<file path="src/rtl/core/qsp_pkg.sv">
`timescale 1ns / 1ps

package qsp_pkg;

    typedef enum logic [3:0] {
        ST_LOAD,
        ST_PIV_RD,
        ST_PIV_WT,
        ST_OUTER,
        ST_R_RD,
        ST_R_CHK,
        ST_L_RD,
        ST_L_CHK,
        ST_SWAP_L,
        ST_SWAP_R,
        ST_FIN_0,
        ST_FIN_R,
        ST_EMIT_RD,
        ST_EMIT_LD
    } t_state;

    typedef struct packed {
        logic load;
        logic last;
    } t_emit;

endpackage

</file>
<file path="src/rtl/core/qsp_in_if.sv">
`timescale 1ns / 1ps

interface qsp_in_if #(
    parameter int DATA_WIDTH = 32
) ();
    logic                         valid;
    logic                         ready;
    logic signed [DATA_WIDTH-1:0] value;
    logic                         last;

    modport source (output valid, output value, output last, input ready);
    modport sink   (input valid, input value, input last, output ready);
endinterface

</file>
<file path="src/rtl/core/qsp_out_if.sv">
`timescale 1ns / 1ps

interface qsp_out_if #(
    parameter int DATA_WIDTH = 32,
    parameter int POS_W      = 6
) ();
    logic                         valid;
    logic                         ready;
    logic signed [DATA_WIDTH-1:0] value_res;
    logic [POS_W-1:0]             pivot_position;
    logic                         last_res;

    modport source (output valid, output value_res, output pivot_position, output last_res,
                    input ready);
    modport sink   (input valid, input value_res, input pivot_position, input last_res,
                    output ready);
endinterface

</file>
<file path="src/rtl/core/qsp_ram.sv">
`timescale 1ns / 1ps

module qsp_ram #(
    parameter int WIDTH = 32,
    parameter int DEPTH = 64
) (
    input  logic                     i_clk,
    input  logic                     i_we,
    input  logic [$clog2(DEPTH)-1:0] i_waddr,
    input  logic [WIDTH-1:0]         i_wdata,
    input  logic [$clog2(DEPTH)-1:0] i_raddr,
    output logic [WIDTH-1:0]         o_rdata
);

    logic [WIDTH-1:0] r_mem [DEPTH];
    logic [WIDTH-1:0] r_rdata;

    always_ff @(posedge i_clk) begin
        if (i_we) begin
            r_mem[i_waddr] <= i_wdata;
        end
        r_rdata <= r_mem[i_raddr];
    end

    assign o_rdata = r_rdata;

endmodule

</file>
<file path="src/rtl/core/qsp_ctrl.sv">
`timescale 1ns / 1ps

module qsp_ctrl
    import qsp_pkg::*;
#(
    parameter int MAX_ELEMENTS = 64,
    parameter int DATA_WIDTH   = 32,
    parameter int POS_W        = 6
) (
    input  logic                         i_clk,
    input  logic                         i_rst_n,
    input  logic                         i_valid,
    input  logic signed [DATA_WIDTH-1:0] i_value,
    input  logic                         i_last,
    output logic                         o_ready,
    output logic                         o_we,
    output logic [POS_W-1:0]             o_waddr,
    output logic [DATA_WIDTH-1:0]        o_wdata,
    output logic [POS_W-1:0]             o_raddr,
    input  logic [DATA_WIDTH-1:0]        i_rdata,
    input  logic                         i_out_free,
    output t_emit                        o_emit,
    output logic [POS_W-1:0]             o_pos
);

    localparam int CW = $clog2(MAX_ELEMENTS + 1);
    localparam logic [CW-1:0]    FULL_CNT = CW'(MAX_ELEMENTS);
    localparam logic [POS_W-1:0] TOP_IDX  = POS_W'(MAX_ELEMENTS - 1);

    t_state                       r_state, n_state;
    logic [CW-1:0]                r_cnt, n_cnt;
    logic [POS_W-1:0]             r_nm1, n_nm1;
    logic [POS_W-1:0]             r_lp, n_lp;
    logic [POS_W-1:0]             r_rp, n_rp;
    logic [POS_W-1:0]             r_k, n_k;
    logic [POS_W-1:0]             r_pos, n_pos;
    logic signed [DATA_WIDTH-1:0] r_pivot, n_pivot;
    logic [DATA_WIDTH-1:0]        r_rval, n_rval;
    logic [DATA_WIDTH-1:0]        r_lval, n_lval;
    logic                         w_full;
    logic                         w_greater;
    logic [POS_W-1:0]             w_rp_dec;
    logic [POS_W-1:0]             w_lp_inc;

    assign w_full    = (r_cnt == FULL_CNT);
    assign w_greater = ($signed(i_rdata) > r_pivot);
    assign w_rp_dec  = r_rp - POS_W'(1);
    assign w_lp_inc  = r_lp + POS_W'(1);
    assign o_pos     = r_pos;

    always_ff @(posedge i_clk) begin
        if (!i_rst_n) begin
            r_state <= ST_LOAD;
            r_cnt   <= '0;
            r_nm1   <= '0;
            r_lp    <= '0;
            r_rp    <= '0;
            r_k     <= '0;
            r_pos   <= '0;
        end else begin
            r_state <= n_state;
            r_cnt   <= n_cnt;
            r_nm1   <= n_nm1;
            r_lp    <= n_lp;
            r_rp    <= n_rp;
            r_k     <= n_k;
            r_pos   <= n_pos;
        end
    end

    always_ff @(posedge i_clk) begin
        r_pivot <= n_pivot;
        r_rval  <= n_rval;
        r_lval  <= n_lval;
    end

    always_comb begin
        n_state = r_state;
        n_cnt   = r_cnt;
        n_nm1   = r_nm1;
        n_lp    = r_lp;
        n_rp    = r_rp;
        n_k     = r_k;
        n_pos   = r_pos;
        n_pivot = r_pivot;
        n_rval  = r_rval;
        n_lval  = r_lval;
        o_ready = 1'b0;
        o_we    = 1'b0;
        o_waddr = r_cnt[POS_W-1:0];
        o_wdata = i_value;
        o_raddr = '0;
        o_emit  = '0;
        case (r_state)
            ST_LOAD: begin
                o_ready = 1'b1;
                if (i_valid) begin
                    if (!w_full) begin
                        o_we  = 1'b1;
                        n_cnt = r_cnt + CW'(1);
                    end
                    if (i_last) begin
                        n_nm1 = w_full ? TOP_IDX : r_cnt[POS_W-1:0];
                        n_cnt = '0;
                        n_lp  = '0;
                        n_rp  = n_nm1;
                        n_k   = '0;
                        n_pos = '0;
                        if (n_nm1 == '0) begin
                            n_state = ST_EMIT_RD;
                        end else begin
                            n_state = ST_PIV_RD;
                        end
                    end
                end
            end
            ST_PIV_RD: begin
                o_raddr = '0;
                n_state = ST_PIV_WT;
            end
            ST_PIV_WT: begin
                n_pivot = $signed(i_rdata);
                n_state = ST_OUTER;
            end
            ST_OUTER: begin
                n_pos = r_rp;
                n_k   = '0;
                if (r_lp < r_rp) begin
                    n_state = ST_R_RD;
                end else if (r_rp != '0) begin
                    n_state = ST_FIN_0;
                end else begin
                    n_state = ST_EMIT_RD;
                end
            end
            ST_R_RD: begin
                if (r_rp != '0) begin
                    o_raddr = r_rp;
                    n_state = ST_R_CHK;
                end else begin
                    n_state = ST_L_RD;
                end
            end
            ST_R_CHK: begin
                if (w_greater) begin
                    n_rp = w_rp_dec;
                    if (w_rp_dec != '0) begin
                        o_raddr = w_rp_dec;
                    end else begin
                        n_state = ST_L_RD;
                    end
                end else begin
                    n_rval  = i_rdata;
                    n_state = ST_L_RD;
                end
            end
            ST_L_RD: begin
                if (r_lp < r_rp) begin
                    o_raddr = r_lp;
                    n_state = ST_L_CHK;
                end else begin
                    n_state = ST_SWAP_L;
                end
            end
            ST_L_CHK: begin
                if (!w_greater) begin
                    n_lp = w_lp_inc;
                    if (w_lp_inc < r_rp) begin
                        o_raddr = w_lp_inc;
                    end else begin
                        n_state = ST_SWAP_L;
                    end
                end else begin
                    n_lval  = i_rdata;
                    n_state = ST_SWAP_L;
                end
            end
            ST_SWAP_L: begin
                if (r_lp < r_rp) begin
                    o_we    = 1'b1;
                    o_waddr = r_lp;
                    o_wdata = r_rval;
                    n_state = ST_SWAP_R;
                end else begin
                    n_state = ST_OUTER;
                end
            end
            ST_SWAP_R: begin
                o_we    = 1'b1;
                o_waddr = r_rp;
                o_wdata = r_lval;
                n_state = ST_OUTER;
            end
            ST_FIN_0: begin
                o_we    = 1'b1;
                o_waddr = '0;
                o_wdata = r_rval;
                n_state = ST_FIN_R;
            end
            ST_FIN_R: begin
                o_we    = 1'b1;
                o_waddr = r_rp;
                o_wdata = r_pivot;
                n_state = ST_EMIT_RD;
            end
            ST_EMIT_RD: begin
                if (i_out_free) begin
                    o_raddr = r_k;
                    n_state = ST_EMIT_LD;
                end
            end
            ST_EMIT_LD: begin
                o_emit.load = 1'b1;
                o_emit.last = (r_k == r_nm1);
                n_k         = r_k + POS_W'(1);
                if (r_k == r_nm1) begin
                    n_state = ST_LOAD;
                end else begin
                    n_state = ST_EMIT_RD;
                end
            end
            default: begin
                n_state = ST_LOAD;
            end
        endcase
    end

endmodule

</file>
<file path="src/rtl/core/qsp_out_reg.sv">
`timescale 1ns / 1ps

module qsp_out_reg
    import qsp_pkg::*;
#(
    parameter int DATA_WIDTH = 32,
    parameter int POS_W      = 6
) (
    input  logic                  i_clk,
    input  logic                  i_rst_n,
    input  t_emit                 i_emit,
    input  logic [DATA_WIDTH-1:0] i_data,
    input  logic [POS_W-1:0]      i_pos,
    output logic                  o_free,
    qsp_out_if.source             o_res
);

    logic                  r_valid;
    logic [DATA_WIDTH-1:0] r_data;
    logic [POS_W-1:0]      r_pos;
    logic                  r_last;

    always_ff @(posedge i_clk) begin
        if (!i_rst_n) begin
            r_valid <= 1'b0;
        end else if (i_emit.load) begin
            r_valid <= 1'b1;
        end else if (o_res.ready) begin
            r_valid <= 1'b0;
        end
    end

    always_ff @(posedge i_clk) begin
        if (i_emit.load) begin
            r_data <= i_data;
            r_pos  <= i_pos;
            r_last <= i_emit.last;
        end
    end

    assign o_free               = !r_valid || o_res.ready;
    assign o_res.valid          = r_valid;
    assign o_res.value_res      = $signed(r_data);
    assign o_res.pivot_position = r_pos;
    assign o_res.last_res       = r_last;

endmodule

</file>
<file path="src/rtl/core/quicksort_partition.sv">
`timescale 1ns / 1ps
// Channel   Direction  Payload                                Transaction
// i_item    in         value, last                            valid && ready
// o_res     out        value_res, pivot_position, last_res    valid && ready
//
// Loading takes one cycle per word; ready is high only while loading.
// The final word starts the partition on the word memory: the pivot is read from slot 0, then
// each scan pass checks words from the right and from the left and swaps the pair it finds.
// Emission reads each word from memory, then loads it into the output register; it waits under stall.
// Synchronous active-low reset returns to loading with an empty block; no clearing pass.
// A stalled result holds in the output register while the next block loads.

module quicksort_partition
    import qsp_pkg::*;
#(
    parameter int MAX_ELEMENTS = 64,
    parameter int DATA_WIDTH   = 32
) (
    input  logic      i_clk,
    input  logic      i_rst_n,
    qsp_in_if.sink    i_item,
    qsp_out_if.source o_res
);

    localparam int POS_W = $clog2(MAX_ELEMENTS);

    logic                  w_we;
    logic [POS_W-1:0]      w_waddr;
    logic [DATA_WIDTH-1:0] w_wdata;
    logic [POS_W-1:0]      w_raddr;
    logic [DATA_WIDTH-1:0] w_rdata;
    logic                  w_out_free;
    t_emit                 w_emit;
    logic [POS_W-1:0]      w_pos;

    qsp_ram #(
        .WIDTH (DATA_WIDTH),
        .DEPTH (MAX_ELEMENTS)
    ) u_ram (
        .i_clk   (i_clk),
        .i_we    (w_we),
        .i_waddr (w_waddr),
        .i_wdata (w_wdata),
        .i_raddr (w_raddr),
        .o_rdata (w_rdata)
    );

    qsp_ctrl #(
        .MAX_ELEMENTS (MAX_ELEMENTS),
        .DATA_WIDTH   (DATA_WIDTH),
        .POS_W        (POS_W)
    ) u_ctrl (
        .i_clk      (i_clk),
        .i_rst_n    (i_rst_n),
        .i_valid    (i_item.valid),
        .i_value    (i_item.value),
        .i_last     (i_item.last),
        .o_ready    (i_item.ready),
        .o_we       (w_we),
        .o_waddr    (w_waddr),
        .o_wdata    (w_wdata),
        .o_raddr    (w_raddr),
        .i_rdata    (w_rdata),
        .i_out_free (w_out_free),
        .o_emit     (w_emit),
        .o_pos      (w_pos)
    );

    qsp_out_reg #(
        .DATA_WIDTH (DATA_WIDTH),
        .POS_W      (POS_W)
    ) u_out (
        .i_clk   (i_clk),
        .i_rst_n (i_rst_n),
        .i_emit  (w_emit),
        .i_data  (w_rdata),
        .i_pos   (w_pos),
        .o_free  (w_out_free),
        .o_res   (o_res)
    );

endmodule

</file>
<file path="src/flat_wrapper.sv">
// flat-port wrapper written by rule: the top's interface ports become plain ports
module quicksort_partition_flat import qsp_pkg::*;
#(
    parameter int MAX_ELEMENTS = 64,
    parameter int DATA_WIDTH   = 32
)
  (i_clk, i_rst_n, i_item_valid, i_item_value, i_item_last, i_item_ready, o_res_valid, o_res_value_res, o_res_pivot_position, o_res_last_res, o_res_ready);
  qsp_in_if #(.DATA_WIDTH(DATA_WIDTH)) i_item_i ();
  qsp_out_if #(.DATA_WIDTH(DATA_WIDTH), .POS_W((6))) o_res_i ();
  input  logic i_clk;
  input  logic i_rst_n;
  input wire logic [$bits(i_item_i.valid)-1:0] i_item_valid;
  input wire logic [$bits(i_item_i.value)-1:0] i_item_value;
  input wire logic [$bits(i_item_i.last)-1:0] i_item_last;
  output wire logic [$bits(i_item_i.ready)-1:0] i_item_ready;
  output wire logic [$bits(o_res_i.valid)-1:0] o_res_valid;
  output wire logic [$bits(o_res_i.value_res)-1:0] o_res_value_res;
  output wire logic [$bits(o_res_i.pivot_position)-1:0] o_res_pivot_position;
  output wire logic [$bits(o_res_i.last_res)-1:0] o_res_last_res;
  input wire logic [$bits(o_res_i.ready)-1:0] o_res_ready;
  assign i_item_i.valid = i_item_valid;
  assign i_item_i.value = i_item_value;
  assign i_item_i.last = i_item_last;
  assign i_item_ready = i_item_i.ready;
  assign o_res_valid = o_res_i.valid;
  assign o_res_value_res = o_res_i.value_res;
  assign o_res_pivot_position = o_res_i.pivot_position;
  assign o_res_last_res = o_res_i.last_res;
  assign o_res_i.ready = o_res_ready;
  quicksort_partition #(.MAX_ELEMENTS(MAX_ELEMENTS), .DATA_WIDTH(DATA_WIDTH)) u_core (.i_clk(i_clk), .i_rst_n(i_rst_n), .i_item(i_item_i), .o_res(o_res_i));
endmodule
</file>
<file path="config.mk">
export PLATFORM = sky130hd
export DESIGN_NAME = quicksort_partition_flat
export DESIGN_NICKNAME = d
export VERILOG_FILES = /design/src/rtl/core/qsp_pkg.sv /design/src/rtl/core/qsp_in_if.sv /design/src/rtl/core/qsp_out_if.sv /design/src/rtl/core/qsp_ram.sv /design/src/rtl/core/qsp_ctrl.sv /design/src/rtl/core/qsp_out_reg.sv /design/src/rtl/core/quicksort_partition.sv /design/src/flat_wrapper.sv
export SDC_FILE = /design/constraint.sdc
export NUM_CORES = 2
export LEC_CHECK = 0
export BUFFER_PORTS_ARGS = -buffer_cell sky130_fd_sc_hd__buf_2
export CAP_MARGIN = 15
export CORE_MARGIN = 2
export CORE_UTILIZATION = 40
export CTS_BUF_LIST = sky130_fd_sc_hd__clkbuf_4 sky130_fd_sc_hd__clkbuf_8
export CTS_CLUSTER_SIZE = 40
export DETAILED_ROUTE_END_ITERATION = 12
export PLACE_DENSITY = 0.6
export SETUP_SLACK_MARGIN = 0.15
export SYNTH_ARGS = -nofsm -noshare
export SYNTH_HDL_FRONTEND = slang
export SYNTH_HIERARCHICAL = 1
export SYNTH_SLANG_ARGS = --single-unit
</file>
<file path="constraint.sdc">
create_clock -name i_clk -period 13.69 [get_ports i_clk]
set_input_delay 2.0535 -clock i_clk [delete_from_list [all_inputs] [get_ports i_clk]]
set_output_delay 2.0535 -clock i_clk [all_outputs]
set_load 0.02 [all_outputs]
</file>
==> impl_metrics.csv <==
group,metric,value,unit
pwr,p_switching,4.77,mW
pwr,cell_internal_power_dissipation,12.2,mW
cts,tritoncts.num_buffers,376,
hold_path,worst_hold_path_type,"reg2reg",
placement,place_area,0.0921,mm2
logic_synthesis,synth_commonest_cells,"edfxtp_1, mux4_2, nor2_1",
flow_run,max_cap_violations,0,
logic_synthesis,distinct_cell_type_count_of_the_synthesized_netlist,79,
placement,dp_hpwl,130000,um
sta,tns,0,ns
global_route,global_route_wire_length_before_repair,339000,um
drt,dr.first_iter.drc_count,6012,
sta,finalCritPeriodShare,57.4,%
cts,post_cts_buffers,0,
global_route,grt.overflow.total,0,
global_route,grt_pass1_vias,44900,
logic_synthesis,yosysMostFrequentCell,"edfxtp_1",
floorplan,die_width,471,um
pwr,share_of_total_power_in_sequential_cells,50.3,%
sta,finalCriticalPeriod,7.85,ns
logic_synthesis,synth_ff_type,"edfxtp_1",
floorplan,fp.coreArea,0.217,mm2
cts,deepest_clock_path_buffer_count,4,
placement,port-buffer-count,77,
floorplan,start_util,40.2,%
sta,peak_freq,127,MHz
global_route,global_route.usage.met2,34.2,%
placement,place.gp.congestion,0.862,
layout,drive_above_1_share,30.6,%
drt,vias_per_cell,5.87,
logic_synthesis,syn-cell-area,0.0872,mm2
logic_synthesis,syn_avg_cell_area,21.2,um2
sta,tightest_slew,1.20,ns
global_route,grt_antenna_before_repair,9,
logic_synthesis,ys_async_rst_share,0,%
setup_path,cp_capture_type,"flip-flop",
sta,fin_worst_skew,0.0529,ns
pwr,power.density_cell_area,171,mW/mm2
floorplan,num_io_pins,78,
cts,cts_tree,"built",
logic_synthesis,mappedNetlistNets,4188,
drt,drcViolationCount,0,
drt,ant_nets,0,
layout,area_growth,13.7,%
hold_path,hold_depth,0,
floorplan,chipHeight,471,um
global_route,gr_met3_demand_resource,4.68,%
layout,final_design_instance_area_without_fill,0.0991,mm2
pwr,leakage,30.2,nW
layout,fill_cells,18200,
drt,first_pass_iters,8,
logic_synthesis,synth_enable_flop_cells,2183,
global_route,grt_start_max_net_pins,98,
sta,slew_headroom,19.8,%
cts,cts.reportedPaths.clkPinSlew,0.06,ns
setup_path,cp-start-kind,"flip-flop",
drt,avgRoutedWirePerCell,31.5,um
cts,cts.htree.levels,5,
drt,route.vias.total,44700,
logic_synthesis,instance_count_of_the_mapped_netlist,4103,
cts,clockRootBuffer,"clkbuf_8",
setup_path,critPathKind,"reg2reg",
sta,finalSetupViolCount,0,
hold_path,worstHoldStart,"u_core/u_ctrl/o_pos[1]",
pwr,p_comb_share,16.5,%
sta,hold_viol,0,
setup_path,path_max_fanout,85,
logic_synthesis,ys_seq_area_share,76.9,%
setup_path,crit_required,14.52,ns
setup_path,critical_path.reg2reg.startpoint,"u_core/u_ram/o_rdata[7]",
sta,grt_setup_unrepaired,"false",
cts,cts_hold_buffers,0,
layout,final_nets,4570,
setup_path,worstSetupStartpoint,"u_core/u_ram/o_rdata[7]",
placement,placement.setup.worst_slack,6.11,ns
global_route,grt_busiest_layer,"met2",
setup_path,r2r.worst_path.cells,15,
sta,finalWorstSetupSlack,5.84,ns
floorplan,num_rows,171,
global_route,use_met1,29.7,%
global_route,globalRouteTotalUtil,21.4,%
pwr,max-vdd-ir-drop,101,uV
logic_synthesis,yosysTopAreaCellShare,75.2,%
logic_synthesis,synth_top_cells_by_area,"edfxtp_1, mux4_2, dfxtp_1, mux2i_1, nor2_1",
pwr,pwr-share-clk,33.2,%
logic_synthesis,synth-warning-count,6,
status,run_status,"completed",
logic_synthesis,synth_seq_cells,2257,
logic_synthesis,netlist.top_cell.by_area,"edfxtp_1",
floorplan,die_area,0.222,mm2
sta,slew_viol_final,0,
setup_path,critPathArrivalTime,8.68,ns
cts,clock_insertion_delay_worst_skew,1.06,ns
cts,cts.repair.resized,0,
cts,clock_sink_count,2257,
sta,final.hold.worst_slack,0.431,ns
drt,route.final.wire_length,240000,um
pwr,swShare,28.1,%
final cells by class:
type                       count  area [um2]  share of cell area [%]
clock buffer                 514        6320                    6.37
sequential                  2257       67000                    67.6
antenna                        8        20.0                  0.0202
clock inverter               127         659                   0.665
timing repair buffer         229        1640                    1.65
tap                         2854        3570                    3.60
multi-input combinational   1571       19700                    19.9
inverter                      50         188                   0.189
logic make-up (layout without fill, tap and decap cells):
kind of cell             after synthesis  after routing  synth area share [%]
flip-flops                          2257           2257                  76.9
multiplexers                         653            653                  15.3
AND/OR/NAND/NOR                      461            461                  2.45
AO/OA/AOI/OAI                        386            386                  2.96
buffers and inverters                275            920                  1.43
adder cells (fa/ha/maj)               48             48                 0.689
XOR/XNOR                              23             23                 0.231
other                                  0              8                     0
path summary, 6_finish.rpt:
kind,slack (ns),end
worst min-delay path,0.43,u_core/u_out/o_res.pivot_position[1]
worst min register to register,0.43,u_core/u_out/o_res.pivot_position[1]
worst max register to register,5.84,u_core/u_ram/o_rdata[2]
worst max-delay path,5.84,u_core/u_ram/o_rdata[2]
placed cells by master (no fill, tap or decap), types with 9 or more instances in the layout:
cell | synthesis | final
nand2b_1 | 12 | 9
clkinv_1 | 1 | 93
nor3_1 | 23 | 20
clkbuf_8 | 0 | 393
nand2_1 | 118 | 103
o22ai_1 | 86 | 86
o21ai_4 | 0 | 17
nor2b_1 | 19 | 18
nor2_1 | 189 | 125
edfxtp_1 | 2183 | 2183
dfxtp_1 | 74 | 74
a311oi_1 | 11 | 10
o21ai_0 | 42 | 23
mux2i_1 | 106 | 106
ha_1 | 48 | 48
buf_4 | 25 | 142
nand3_1 | 29 | 29
xnor2_1 | 14 | 14
nand2_2 | 0 | 14
a21oi_1 | 116 | 116
buf_2 | 59 | 77
a22oi_1 | 19 | 19
xor2_1 | 9 | 9
clkinv_2 | 0 | 25
o221ai_1 | 30 | 28
buf_12 | 0 | 9
a222oi_1 | 27 | 27
nand4_1 | 14 | 14
clkbuf_4 | 0 | 122
and3_1 | 9 | 9
o211ai_1 | 15 | 15
nor2_4 | 0 | 64
inv_1 | 48 | 48
mux4_2 | 544 | 544
flip-flops by register name, indices dropped and copies added (netlist names), 7 cells and up:
name	cells
u_core/u_ctrl/r_cnt	7
u_core/u_ctrl/r_lval	32
u_core/u_ctrl/r_pivot	32
u_core/u_ctrl/r_rval	32
u_core/u_out/o_res.value_res	32
u_core/u_ram/o_rdata	32
u_core/u_ram/r_mem	2048
through the flow:
| step | util, % | total power [mW] | std cells |
|---|---|---|---|
| after detailed placement | 42.4 | 11.4 | 6958 |
| final | 45.7 | 17.0 | 7610 |
| after CTS | 45.7 | 17.0 | 7599 |
| after global routing | 45.7 | 17.5 | 7605 |
| after global placement | 42.4 | 11.4 | 6958 |
| after floorplan | - | 10.2 | 4103 |
power groups by stage:
stage | registers (mW) | logic [mW] | clock network, mW
finish | 8.53 | 2.79 | 5.64
global placement | 8.65 | 2.73 | 0
global route | 8.54 | 2.95 | 6.05
CTS | 8.52 | 2.77 | 5.74
floorplan | 8.63 | 1.52 | 0
detailed placement | 8.66 | 2.76 | 0
routing by layer:
layer,up-vias,routed length [um]
met5,-,8
met4,2,6390
met3,397,22200
met2,2225,115000
met1,24100,96800
li1,18000,-
critical path, stage by stage, from the launching register on:
cell	delay, ns
dfxtp_1	0.75
ha_1	0.38
a21oi_1	0.15
o21ai_0	0.16
a221oi_1	0.36
nor3_2	0.12
or3_4	0.38
mux2i_4	0.37
nand3_1	0.39
o211ai_1	0.70
buf_12	0.60
buf_4	0.74
mux4_2	0.59
mux4_2	0.55
o22ai_1	0.91
nor2_1	0.28
Note: power is estimated with default switching activity, not from simulation.
